===== src/hw/rtl/patc_pkg.sv =====
package patc_pkg;

  // Fixed parameter defaults
  localparam int ADDRESS_BITS_DEFAULT = 32;
  localparam int QUEUE_DEPTH          = 2;

  // Field widths
  localparam int COUNT_W = 6;   // up to 32 counter bits may land on one position
  localparam int SUM_W   = 20;  // fourteen 16-bit words fit in 20 bits

  // Constant header words
  localparam logic [15:0] PROTO_WORD        = 16'h0006;
  localparam logic [15:0] TCP_LEN_WORD      = 16'd20;
  localparam logic [15:0] OFFSET_FLAGS_WORD = 16'h5002;

  // Register reset values
  localparam logic [31:0] BASE_ADDRESS_RESET = 32'd0;
  localparam logic [5:0]  HOST_BITS_RESET    = 6'd8;
  localparam logic [15:0] DEST_PORT_RESET    = 16'd0;
  localparam logic [15:0] WINDOW_SIZE_RESET  = 16'd8192;

  // Register indexes
  typedef enum logic [1:0] {
    REG_BASE_ADDRESS = 2'd0,
    REG_HOST_BITS    = 2'd1,
    REG_DEST_PORT    = 2'd2,
    REG_WINDOW_SIZE  = 2'd3
  } cfg_reg_t;

  // Commands
  typedef enum logic {
    CMD_LOAD     = 1'b0,
    CMD_GENERATE = 1'b1
  } command_t;

endpackage


===== src/hw/rtl/patc_front.sv =====
module patc_front #(
  parameter int ADDRESS_BITS = patc_pkg::ADDRESS_BITS_DEFAULT,
  parameter int QW = 6 * ADDRESS_BITS + patc_pkg::SUM_W
) (
  input  logic          clk,
  input  logic          in_valid,
  output logic          in_ready,
  input  logic          command,
  input  logic [4:0]    perm_index,
  input  logic [4:0]    perm_target,
  input  logic [31:0]   counter,
  input  logic [31:0]   source_address,
  input  logic [15:0]   source_port,
  input  logic [31:0]   sequence_number,
  input  logic [31:0]   ack_number,
  input  logic [5:0]    host_bits,
  input  logic [15:0]   dest_port,
  input  logic [15:0]   window_size,
  output logic          push,
  output logic [QW-1:0] push_data,
  input  logic          queue_full
);
  import patc_pkg::*;

  localparam logic [5:0] ADDR_BITS_W = 6'(ADDRESS_BITS);

  // 32-bit population count as a five-level adder tree
  function automatic logic [COUNT_W-1:0] popcount32(input logic [31:0] v);
    logic [1:0] l1 [16];
    logic [2:0] l2 [8];
    logic [3:0] l3 [4];
    logic [4:0] l4 [2];
    for (int i = 0; i < 16; i++) l1[i] = {1'b0, v[2*i]} + {1'b0, v[2*i+1]};
    for (int i = 0; i < 8; i++)  l2[i] = {1'b0, l1[2*i]} + {1'b0, l1[2*i+1]};
    for (int i = 0; i < 4; i++)  l3[i] = {1'b0, l2[2*i]} + {1'b0, l2[2*i+1]};
    for (int i = 0; i < 2; i++)  l4[i] = {1'b0, l3[2*i]} + {1'b0, l3[2*i+1]};
    return {1'b0, l4[0]} + {1'b0, l4[1]};
  endfunction

  logic [4:0]  bit_permutation [32];
  logic        accept;
  logic [5:0]  n_bits;
  logic [31:0] active;
  logic [COUNT_W-1:0][ADDRESS_BITS-1:0] vecs;
  logic [SUM_W-1:0] partial;

  assign in_ready = !queue_full;
  assign accept   = in_valid && in_ready;
  assign push     = accept && (command == CMD_GENERATE);

  // Permutation table: written by load beats, no reset
  always_ff @(posedge clk) begin
    if (accept && (command == CMD_LOAD)) begin
      bit_permutation[perm_index] <= perm_target;
    end
  end

  // Counter bits that take part
  assign n_bits = (host_bits > ADDR_BITS_W) ? ADDR_BITS_W : host_bits;

  always_comb begin
    for (int y = 0; y < 32; y++) begin
      active[y] = counter[y] && (6'(y) < n_bits);
    end
  end

  // Per-position hit counts, split into bit-plane vectors
  always_comb begin
    logic [31:0]          hits;
    logic [COUNT_W-1:0]   cnt;
    vecs = '0;
    for (int p = 0; p < ADDRESS_BITS; p++) begin
      for (int y = 0; y < 32; y++) begin
        hits[y] = active[y] && (bit_permutation[y] == 5'(p));
      end
      cnt = popcount32(hits);
      for (int k = 0; k < COUNT_W; k++) begin
        vecs[k][p] = cnt[k];
      end
    end
  end

  // Header words that do not depend on the destination
  assign partial = SUM_W'(source_address[31:16]) + SUM_W'(source_address[15:0])
                 + SUM_W'(PROTO_WORD) + SUM_W'(TCP_LEN_WORD)
                 + SUM_W'(source_port) + SUM_W'(dest_port)
                 + SUM_W'(sequence_number[31:16]) + SUM_W'(sequence_number[15:0])
                 + SUM_W'(ack_number[31:16]) + SUM_W'(ack_number[15:0])
                 + SUM_W'(OFFSET_FLAGS_WORD) + SUM_W'(window_size);

  assign push_data = {vecs, partial};

endmodule


===== src/hw/rtl/patc_queue.sv =====
module patc_queue #(
  parameter int QW = 6 * patc_pkg::ADDRESS_BITS_DEFAULT + patc_pkg::SUM_W
) (
  input  logic          clk,
  input  logic          rst,
  input  logic          push,
  input  logic [QW-1:0] push_data,
  output logic          full,
  output logic          pop_valid,
  input  logic          pop,
  output logic [QW-1:0] pop_data
);
  import patc_pkg::*;

  localparam int PW = (QUEUE_DEPTH > 1) ? $clog2(QUEUE_DEPTH) : 1;
  localparam int CW = $clog2(QUEUE_DEPTH + 1);
  localparam logic [CW-1:0] DEPTH_C = CW'(QUEUE_DEPTH);
  localparam logic [PW-1:0] LAST_C  = PW'(QUEUE_DEPTH - 1);

  logic [QW-1:0] entries [QUEUE_DEPTH];
  logic [PW-1:0] wr_ptr, rd_ptr;
  logic [CW-1:0] fill;

  assign full      = (fill == DEPTH_C);
  assign pop_valid = (fill != '0);
  assign pop_data  = entries[rd_ptr];

  // Storage
  always_ff @(posedge clk) begin
    if (push) begin
      entries[wr_ptr] <= push_data;
    end
  end

  // Pointers and fill count
  always_ff @(posedge clk) begin
    if (rst) begin
      wr_ptr <= '0;
      rd_ptr <= '0;
      fill   <= '0;
    end else begin
      if (push) wr_ptr <= (wr_ptr == LAST_C) ? '0 : wr_ptr + 1'b1;
      if (pop)  rd_ptr <= (rd_ptr == LAST_C) ? '0 : rd_ptr + 1'b1;
      if (push && !pop)      fill <= fill + 1'b1;
      else if (pop && !push) fill <= fill - 1'b1;
    end
  end

endmodule


===== src/hw/rtl/patc_back.sv =====
module patc_back #(
  parameter int ADDRESS_BITS = patc_pkg::ADDRESS_BITS_DEFAULT,
  parameter int QW = 6 * ADDRESS_BITS + patc_pkg::SUM_W
) (
  input  logic          clk,
  input  logic          rst,
  input  logic          q_valid,
  output logic          q_pop,
  input  logic [QW-1:0] q_data,
  input  logic [31:0]   base_address,
  output logic          out_valid,
  input  logic          out_ready,
  output logic [31:0]   destination_address,
  output logic [15:0]   tcp_checksum
);
  import patc_pkg::*;

  logic [COUNT_W-1:0][ADDRESS_BITS-1:0] vecs;
  logic [SUM_W-1:0] q_partial;

  logic             v1, v2;
  logic             rdy1, rdy2, rdy3;
  logic [31:0]      sum_a, sum_b, sum_a_next, sum_b_next;
  logic [SUM_W-1:0] partial1, partial2;
  logic [31:0]      daddr;
  logic [SUM_W-1:0] total;
  logic [16:0]      fold1;
  logic [15:0]      fold2;

  assign {vecs, q_partial} = q_data;

  // Elastic stage control
  assign rdy3  = !out_valid || out_ready;
  assign rdy2  = !v2 || rdy3;
  assign rdy1  = !v1 || rdy2;
  assign q_pop = q_valid && rdy1;

  always_ff @(posedge clk) begin
    if (rst) begin
      v1        <= 1'b0;
      v2        <= 1'b0;
      out_valid <= 1'b0;
    end else begin
      if (rdy1) v1        <= q_valid;
      if (rdy2) v2        <= v1;
      if (rdy3) out_valid <= v2;
    end
  end

  // Stage 1: weight the bit-plane vectors, fold in the base
  assign sum_a_next = 32'(vecs[0]) + (32'(vecs[1]) << 1)
                    + (32'(vecs[2]) << 2) + (32'(vecs[3]) << 3);
  assign sum_b_next = (32'(vecs[4]) << 4) + (32'(vecs[5]) << 5) + base_address;

  always_ff @(posedge clk) begin
    if (rdy1) begin
      sum_a    <= sum_a_next;
      sum_b    <= sum_b_next;
      partial1 <= q_partial;
    end
  end

  // Stage 2: destination address
  always_ff @(posedge clk) begin
    if (rdy2) begin
      daddr    <= sum_a + sum_b;
      partial2 <= partial1;
    end
  end

  // Stage 3: end-around carry fold and complement
  assign total = partial2 + SUM_W'(daddr[31:16]) + SUM_W'(daddr[15:0]);
  assign fold1 = 17'(total[SUM_W-1:16]) + 17'(total[15:0]);
  assign fold2 = fold1[15:0] + 16'(fold1[16]);

  always_ff @(posedge clk) begin
    if (rdy3) begin
      destination_address <= daddr;
      tcp_checksum        <= ~fold2;
    end
  end

endmodule


===== src/hw/rtl/permuted_address_tcp_checksum.sv =====
// Permuted-address TCP SYN checksum generator.
//
// Input channel (in_valid/in_ready): a load beat (command 0) writes one
// entry of the bit-permutation table; it gives no result and takes effect
// for the next beat. A generate beat (command 1) yields one output beat with
// the destination address (base plus scattered counter bits) and the TCP
// checksum over pseudo-header and 20-byte SYN header.
// Output channel (out_valid/out_ready): one beat per generate beat, in order.
// Configuration: cfg_we writes cfg_data to register cfg_index at once.
// Path: a generate beat is written into the queue on the accepting edge,
// then passes three pipeline registers on its way to the output.
// Throughput: one beat per cycle unless out_ready stalls, set by the table
// lookup and bit-count front stage and three-stage adder pipeline behind it.
// Stall: when out_ready is low the pipeline fills, then the queue; in_ready
// falls once the two-entry queue is full and rises as soon as one entry
// leaves it.
// Reset (rst, synchronous): queue and pipeline empty, registers to their
// defaults; the permutation table keeps no reset and must be loaded.
module permuted_address_tcp_checksum #(
  parameter int ADDRESS_BITS = patc_pkg::ADDRESS_BITS_DEFAULT
) (
  input  logic        clk,
  input  logic        rst,
  input  logic        cfg_we,
  input  logic [1:0]  cfg_index,
  input  logic [31:0] cfg_data,
  input  logic        in_valid,
  output logic        in_ready,
  input  logic        command,
  input  logic [4:0]  perm_index,
  input  logic [4:0]  perm_target,
  input  logic [31:0] counter,
  input  logic [31:0] source_address,
  input  logic [15:0] source_port,
  input  logic [31:0] sequence_number,
  input  logic [31:0] ack_number,
  output logic        out_valid,
  input  logic        out_ready,
  output logic [31:0] destination_address,
  output logic [15:0] tcp_checksum
);
  import patc_pkg::*;

  localparam int QW = COUNT_W * ADDRESS_BITS + SUM_W;

  logic [31:0]   base_address;
  logic [5:0]    host_bits;
  logic [15:0]   dest_port;
  logic [15:0]   window_size;
  logic          push, queue_full, q_valid, q_pop;
  logic [QW-1:0] push_data, q_data;

  // Configuration registers
  always_ff @(posedge clk) begin
    if (rst) begin
      base_address <= BASE_ADDRESS_RESET;
      host_bits    <= HOST_BITS_RESET;
      dest_port    <= DEST_PORT_RESET;
      window_size  <= WINDOW_SIZE_RESET;
    end else if (cfg_we) begin
      case (cfg_reg_t'(cfg_index))
        REG_BASE_ADDRESS: base_address <= cfg_data;
        REG_HOST_BITS:    host_bits    <= cfg_data[5:0];
        REG_DEST_PORT:    dest_port    <= cfg_data[15:0];
        REG_WINDOW_SIZE:  window_size  <= cfg_data[15:0];
        default: ;
      endcase
    end
  end

  patc_front #(.ADDRESS_BITS(ADDRESS_BITS), .QW(QW)) u_front (
    .clk             (clk),
    .in_valid        (in_valid),
    .in_ready        (in_ready),
    .command         (command),
    .perm_index      (perm_index),
    .perm_target     (perm_target),
    .counter         (counter),
    .source_address  (source_address),
    .source_port     (source_port),
    .sequence_number (sequence_number),
    .ack_number      (ack_number),
    .host_bits       (host_bits),
    .dest_port       (dest_port),
    .window_size     (window_size),
    .push            (push),
    .push_data       (push_data),
    .queue_full      (queue_full)
  );

  patc_queue #(.QW(QW)) u_queue (
    .clk       (clk),
    .rst       (rst),
    .push      (push),
    .push_data (push_data),
    .full      (queue_full),
    .pop_valid (q_valid),
    .pop       (q_pop),
    .pop_data  (q_data)
  );

  patc_back #(.ADDRESS_BITS(ADDRESS_BITS), .QW(QW)) u_back (
    .clk                 (clk),
    .rst                 (rst),
    .q_valid             (q_valid),
    .q_pop               (q_pop),
    .q_data              (q_data),
    .base_address        (base_address),
    .out_valid           (out_valid),
    .out_ready           (out_ready),
    .destination_address (destination_address),
    .tcp_checksum        (tcp_checksum)
  );

endmodule


===== config.mk =====
export PLATFORM = sky130hd
export DESIGN_NAME = permuted_address_tcp_checksum
export DESIGN_NICKNAME = d
export VERILOG_FILES = /design/src/hw/rtl/patc_pkg.sv /design/src/hw/rtl/patc_front.sv /design/src/hw/rtl/patc_queue.sv /design/src/hw/rtl/patc_back.sv /design/src/hw/rtl/permuted_address_tcp_checksum.sv
export SDC_FILE = /design/constraint.sdc
export NUM_CORES = 2
export LEC_CHECK = 0
export BUFFER_PORTS_ARGS = -buffer_cell sky130_fd_sc_hd__buf_2
export CAP_MARGIN = 20
export CORE_MARGIN = 2
export CORE_UTILIZATION = 35
export DETAILED_ROUTE_END_ITERATION = 12
export HOLD_SLACK_MARGIN = 0.15
export MAX_ROUTING_LAYER = met4
export PLACE_DENSITY = 0.49
export SYNTH_ARGS = -nofsm -noshare
export SYNTH_HDL_FRONTEND = slang
export SYNTH_SLANG_ARGS = --single-unit

===== constraint.sdc =====
create_clock -name clk -period 38.8 [get_ports clk]
set_input_delay 9.7 -clock clk [delete_from_list [all_inputs] [get_ports clk]]
set_output_delay 9.7 -clock clk [all_outputs]
set_load 0.01 [all_outputs]

# ---- Yosys cells after proc, flatten, opt, wreduce, memory -nomap -nowiden
# Memories as Yosys holds them, arrays and structs flattened. A register that Yosys moved wholly into a read port is not among the register bits.
# Cells that the tools add are included.
dict set report word_totals {
  ff_bits 261
  mem_bits_rw 584
  output_inout_bits 50
  n_memories 2
}
# name words width rd rd_ports_with_merged_regs write_ports line_no
set mem_list {}
lappend mem_list {u_queue.entries 2 212 1 1 1 patc_queue.sv:20} ;# logic [QW-1:0] entries [QUEUE_DEPTH];
lappend mem_list {u_front.bit_permutation 32 5 32 0 1 patc_front.sv:40} ;# logic [4:0] bit_permutation [32];
dict set report op_classes {
  addsub 1017
  order_cmp 33
  eq_ne 996
  n_mux 11
  n_bitwise 2
  reduce_logical 1110
}
# operator count
set op_table {}
lappend op_table {{$eq 5x5->1 const B} 512}
lappend op_table {{$eq 5x4->1 const B} 256}
lappend op_table {{$logic_and 1x1->1} 1062}
lappend op_table {{$add 1x1->2} 512}
lappend op_table {{$add 2x2->3} 256}
lappend op_table {{$eq 5x3->1 const B} 128}
lappend op_table {{$add 3x3->4} 128}
lappend op_table {{$add 4x4->5} 64}
lappend op_table {{$eq 5x2->1 const B} 64}
lappend op_table {{$add 32x32->32} 6}
lappend op_table {{$add 5x5->6} 32}
lappend op_table {{$add 20x16->20} 9}
lappend op_table {{$eq 5x1->1 const B} 32}
lappend op_table {{$logic_not 5->1} 32}
lappend op_table {{$lt 5x6->1 const A} 16}
lappend op_table {{$lt 4x6->1 const A} 8}
lappend op_table {{$lt 3x6->1 const A} 4}
lappend op_table {{$add 20x15->20 const B} 1}
lappend op_table {{$add 20x3->20 const B} 1}
lappend op_table {{$add 20x5->20 const B} 1}
lappend op_table {{$add 16x16->17} 1}
lappend op_table {{$add 4x16->17} 1}
lappend op_table {{$add 16x1->16} 1}
lappend op_table {{$not 16->16} 1}
lappend op_table {{17 further kinds} 41}

# ---- Longest topological paths before layout
dict set report logic_depth {
  depth_word 11
  mapped_depth 27
  mapped_depth_nobuf 27
}

# ---- Cells and area by module
# Synthesis repeated with hierarchy kept, for this count alone.
dict set report unflattened {
  hier_cells 6474
  hier_area_um2 72824.8
}
# mod n_inst cells_per_inst area_each_um2
set by_module_without_submodules {}
lappend by_module_without_submodules {patc_front 1 4454 40239.8}
lappend by_module_without_submodules {patc_queue 1 682 16350.7}
lappend by_module_without_submodules {patc_back 1 1072 13312.8}
lappend by_module_without_submodules {permuted_address_tcp_checksum 1 266 2921.6}

# ---- Worst setup path before layout
# Ideal clock, no wire load.
dict set report synth_path {
  kind {input port to flip-flop}
  from {input port command}
  to {memory u_queue.entries[0][0] in the netlist's numbering (enable)}
  t_arrival_ns 18.537
  setup_slack_ns 19.482
  cell_stages 2
  path_cell_list {and3_1 -> nor2b_1}
}
dict set report synth_via {
  elab_chain_cells 3
}
# element line_no
set synth_rtl {}
lappend synth_rtl {{start: declaration} permuted_address_tcp_checksum.sv:29} ;# input logic command,
lappend synth_rtl {{$logic_and 1x1->1} patc_front.sv:49} ;# assign push = accept && (command == CMD_GENERATE);
lappend synth_rtl {{$mux 1} patc_queue.sv:30} ;# if (push) begin
lappend synth_rtl {{$mux 1 (not written as such)} patc_queue.sv:31} ;# entries[wr_ptr] <= push_data;
lappend synth_rtl {{end: declaration} patc_queue.sv:20}
# No other way between the ends.

# ---- Final worst setup path
dict set report layout_path {
  from {input port source_address[0]}
  to {memory u_queue.entries[1][19] in the netlist's numbering (data pin)}
}
dict set report layout_via {
  elab_chain_cells 11
}
# element line_no
set layout_rtl {}
lappend layout_rtl {{start: declaration} permuted_address_tcp_checksum.sv:33} ;# input logic [31:0] source_address,
lappend layout_rtl {{$add 16x16->17} patc_front.sv:84} ;# assign partial = SUM_W'(source_address[31:16]) + SUM_W'(source_address[15:0])
lappend layout_rtl {{$add 20x3->20} patc_front.sv:85} ;# + SUM_W'(PROTO_WORD) + SUM_W'(TCP_LEN_WORD)
lappend layout_rtl {{$add 20x5->20} patc_front.sv:85}
lappend layout_rtl {{$add 20x16->20 (2 in series)} patc_front.sv:86} ;# + SUM_W'(source_port) + SUM_W'(dest_port)
lappend layout_rtl {{$add 20x16->20 (2 in series)} patc_front.sv:87} ;# + SUM_W'(sequence_number[31:16]) + SUM_W'(sequence_number[15:0])
lappend layout_rtl {{$add 20x16->20 (2 in series)} patc_front.sv:88} ;# + SUM_W'(ack_number[31:16]) + SUM_W'(ack_number[15:0])
lappend layout_rtl {{$add 20x15->20} patc_front.sv:89} ;# + SUM_W'(OFFSET_FLAGS_WORD) + SUM_W'(window_size);
lappend layout_rtl {{$add 20x16->20} patc_front.sv:89}
lappend layout_rtl {{net push_data[19]} permuted_address_tcp_checksum.sv:51} ;# logic [QW-1:0] push_data, q_data;
# The timed path passes the listed nets, and every way through them passes these cells.

==> metrics.txt <==
Die Area about 200,000 µm²; slowest CP cell fa_1; Leak around 33 nW; GR Util met3 2.72%; Clock Pin Slew Worst Setup and Hold Paths approximately 0.060 ns; max-cap viol count 0; RSZ-0062 raised after global routing false; Layout area overhead 10.8%; WP buf/inv 3; status completed; Syn Area/Cell 10.8 µm²; nets between 8,000 and 9,000; clock sink count about 820; total number of vias between 40,000 and 50,000; postcts setup bufs 0; # DRC 0; count of different cell masters after synthesis 97; Top delay family on crit path adder cells; hold_sp u_back.partial1[16]$_DFFE_PN_; Post-DP HPWL approximately 250,000 µm; PortBufs 243; FF-to-FF path depth 20; PwrDens just over 60 nW/µm²; row cnt roughly 160; vias in the first global route 50,129; grt ovf 0; CTS Hold Buffers Added 0; R2R setup slack 30.72 ns; most used flip-flop cell after synthesis edfxtp_1; critical path class in -> reg; gpl congestion roughly 1.0; final hold vios 0; HP Class reg -> reg; CP arrival about 16 ns; GRT busiest layer met2; Die X around 450 µm; setup TNS 0 ns; Final Cycle Share roughly two fifths; Slew @ Worst Pin approximately 1.3 ns; Vias/cell approximately 5; Worst Path Max Fanout 3; RR Endpoint u_queue.entries[0][163]$_DFFE_PP_; Post-Synthesis Cell Area roughly 70,000 µm²; power consumption 4.83 mW; layout cells sized above 1 approximately a tenth; fin area ~78,000 µm²; Post-Syn Nets between 8,000 and 9,000; total track usage between 20 and 30%; cts bufs inserted 100; asr flop ratio synth 0%; Slew Limit Fails 0; hold-critical path depth 0; CP max stage delay 0.54 ns; sequential-to-total area share from yosys stat 33.8%; GRT met1 Usage between 30 and 40%; drt total wl 287,000 µm; DIE HEIGHT roughly 450 µm; reg2reg start host_bits[2]$_SDFFE_PP0P_; Clk Latency, worst-skew pair 0.80 ns; CP Launch Type input pin; Mapped Cells roughly 6,500; fin crit period about 15 ns; initial antenna violation count 11; cts repair resizes 0; Core ar. roughly 200,000 µm²; drt first-iter violations approximately 3,900; Initial Utilization 35.2%; skew final slightly below 0.08 ns; Antenna Violating Nets Remaining 0; Critical Path RT between 30 and 40 ns; num ports about 240; number of synthesized flops with an enable pin between 700 and 800; Slew HR approximately an eighth; H-tree Lvls 3; final core area utilization approximately two fifths; grt met2 use 47.4%; final setup vio count 0; Fmax 0.0653 GHz; VDD IR max 0.0000771 V; Clock Tree Root clkbuf_16; CTS tree done; First-pass DRT Iterations 6; placed cell areas around 74,000 µm²; worst hold path endpoint u_back.partial2[16]$_DFFE_PP_; wire length per cell slightly above 30 µm; synthesis-stage register bit count approximately 820; first-pass GRT wire length between 300,000 and 400,000 µm; Crit. End Element flip-flop; Crit path top cell by count fa_1; Ys Warns 0; largest net degree at the start of global routing ~140; Clock Tree Buf Depth 3
## synthesized netlist by cell type (38+ instances only)
cell type	instances	area, µm²
a21o_1	106	796
a21oi_1	214	1070
and2_1	38	238
and3_1	43	269
clkbuf_1	125	469
dfxtp_1	78	1560
edfxtp_1	738	22200
fa_1	933	18700
ha_1	368	4600
inv_1	982	3690
mux2_2	171	1930
nand2_1	786	2950
nand2b_1	96	601
nand3_1	193	966
nor2_1	499	1870
nor2b_1	169	1060
nor3_1	155	776
o21a_1	60	450
o21ai_0	61	305
or2_2	42	263
xnor2_1	224	1960
xor2_1	56	490
## layout make-up
cell class / count / area [µm²]
antenna: 5 / 12.5
clock buffer: 116 / 2650
clock inverter: 68 / 764
fill: 19712 / 122000
inverter: 982 / 3690
multi-input combinational: 4546 / 42100
sequential: 816 / 23700
tap: 2656 / 3320
timing repair buffer: 278 / 1490
## report_power, final
part,internal [mW],switching (mW)
sequential,1.27,0.0852
combinational,1.06,1.45
clock,0.570,0.405
## metrics by stage
stage | hold slack (ns) | worst slack, ns | instances
after CTS | 0.418 | 23.58 | 9461
after global routing | 0.425 | 23.02 | 9465
after global placement | 0.402 | 22.69 | 9277
after floorplan | 0.400 | 19.48 | 6521
after detailed placement | 0.406 | 22.79 | 9277
final | 0.417 | 23.48 | 9467
## routing by layer
layer  wire length [µm]  up-vias  part of all wire [%]
met3              10900      342                   3.8
met2             138000     1252                    48
li1                   -    21703                     -
met1             124000    24568                    43
met5                  0        -                     0
met4              14900        0                   5.2
## worst max path at each step
| stage | slack, ns | cells past startpoint | start | end |
|---|---|---|---|---|
| 2_1_floorplan | 19.48 | 2 | command | u_queue.entries[0][0]$_DFFE_PP_ |
| 3_3_place_gp | 22.69 | 27 | source_address[0] | u_queue.entries[0][19]$_DFFE_PP_ |
| 3_5_place_dp | 22.79 | 27 | source_address[0] | u_queue.entries[0][19]$_DFFE_PP_ |
| 4_1_cts | 23.58 | 26 | source_address[0] | u_queue.entries[0][19]$_DFFE_PP_ |
| 5_1_grt | 23.02 | 26 | source_address[0] | u_queue.entries[0][19]$_DFFE_PP_ |
| 6_report | 23.48 | 26 | source_address[0] | u_queue.entries[1][19]$_DFFE_PP_ |
## cells by family after synthesis
family,count (synthesis),share of synthesized area (%)
AOI/OAI and AO/OA,579,5.44
xor gates and xnor gates,285,3.65
adders and majority gates,1301,33.2
buffers and inverters,1159,6.24
DFF,816,33.8
muxes,198,3.13
and+or+nand+nor,2183,14.5
## cells in the final DEF, fill, tap and decap left out, types with 17 or more instances in the layout
master	n
inv_1	981
fa_1	933
nand2_1	785
edfxtp_1	738
nor2_1	497
ha_1	368
buf_2	243
xnor2_1	224
a21oi_1	214
nand3_1	191
mux2_2	171
nor2b_1	168
nor3_1	155
a21o_1	106
clkbuf_16	102
nand2b_1	96
dfxtp_1	76
o21ai_0	61
o21a_1	60
xor2_1	56
and3_1	43
or2_2	42
or3_1	37
and2_1	37
nor4_1	36
buf_4	34
mux2i_1	27
clkinv_1	21
nand4_1	20
o211ai_1	18
nand3b_1	17
## sequential cells by signal (all words and copies together), names as in the netlist, 20 cells and up, named ones only
name	cells
u_back.destination_address	32
u_back.daddr	32
u_back.partial2	20
u_front.bit_permutation	160
base_address	32
u_back.sum_b	32
u_back.partial1	20
u_back.sum_a	32
u_queue.entries	394
Power figures use the tool's default switching activity.
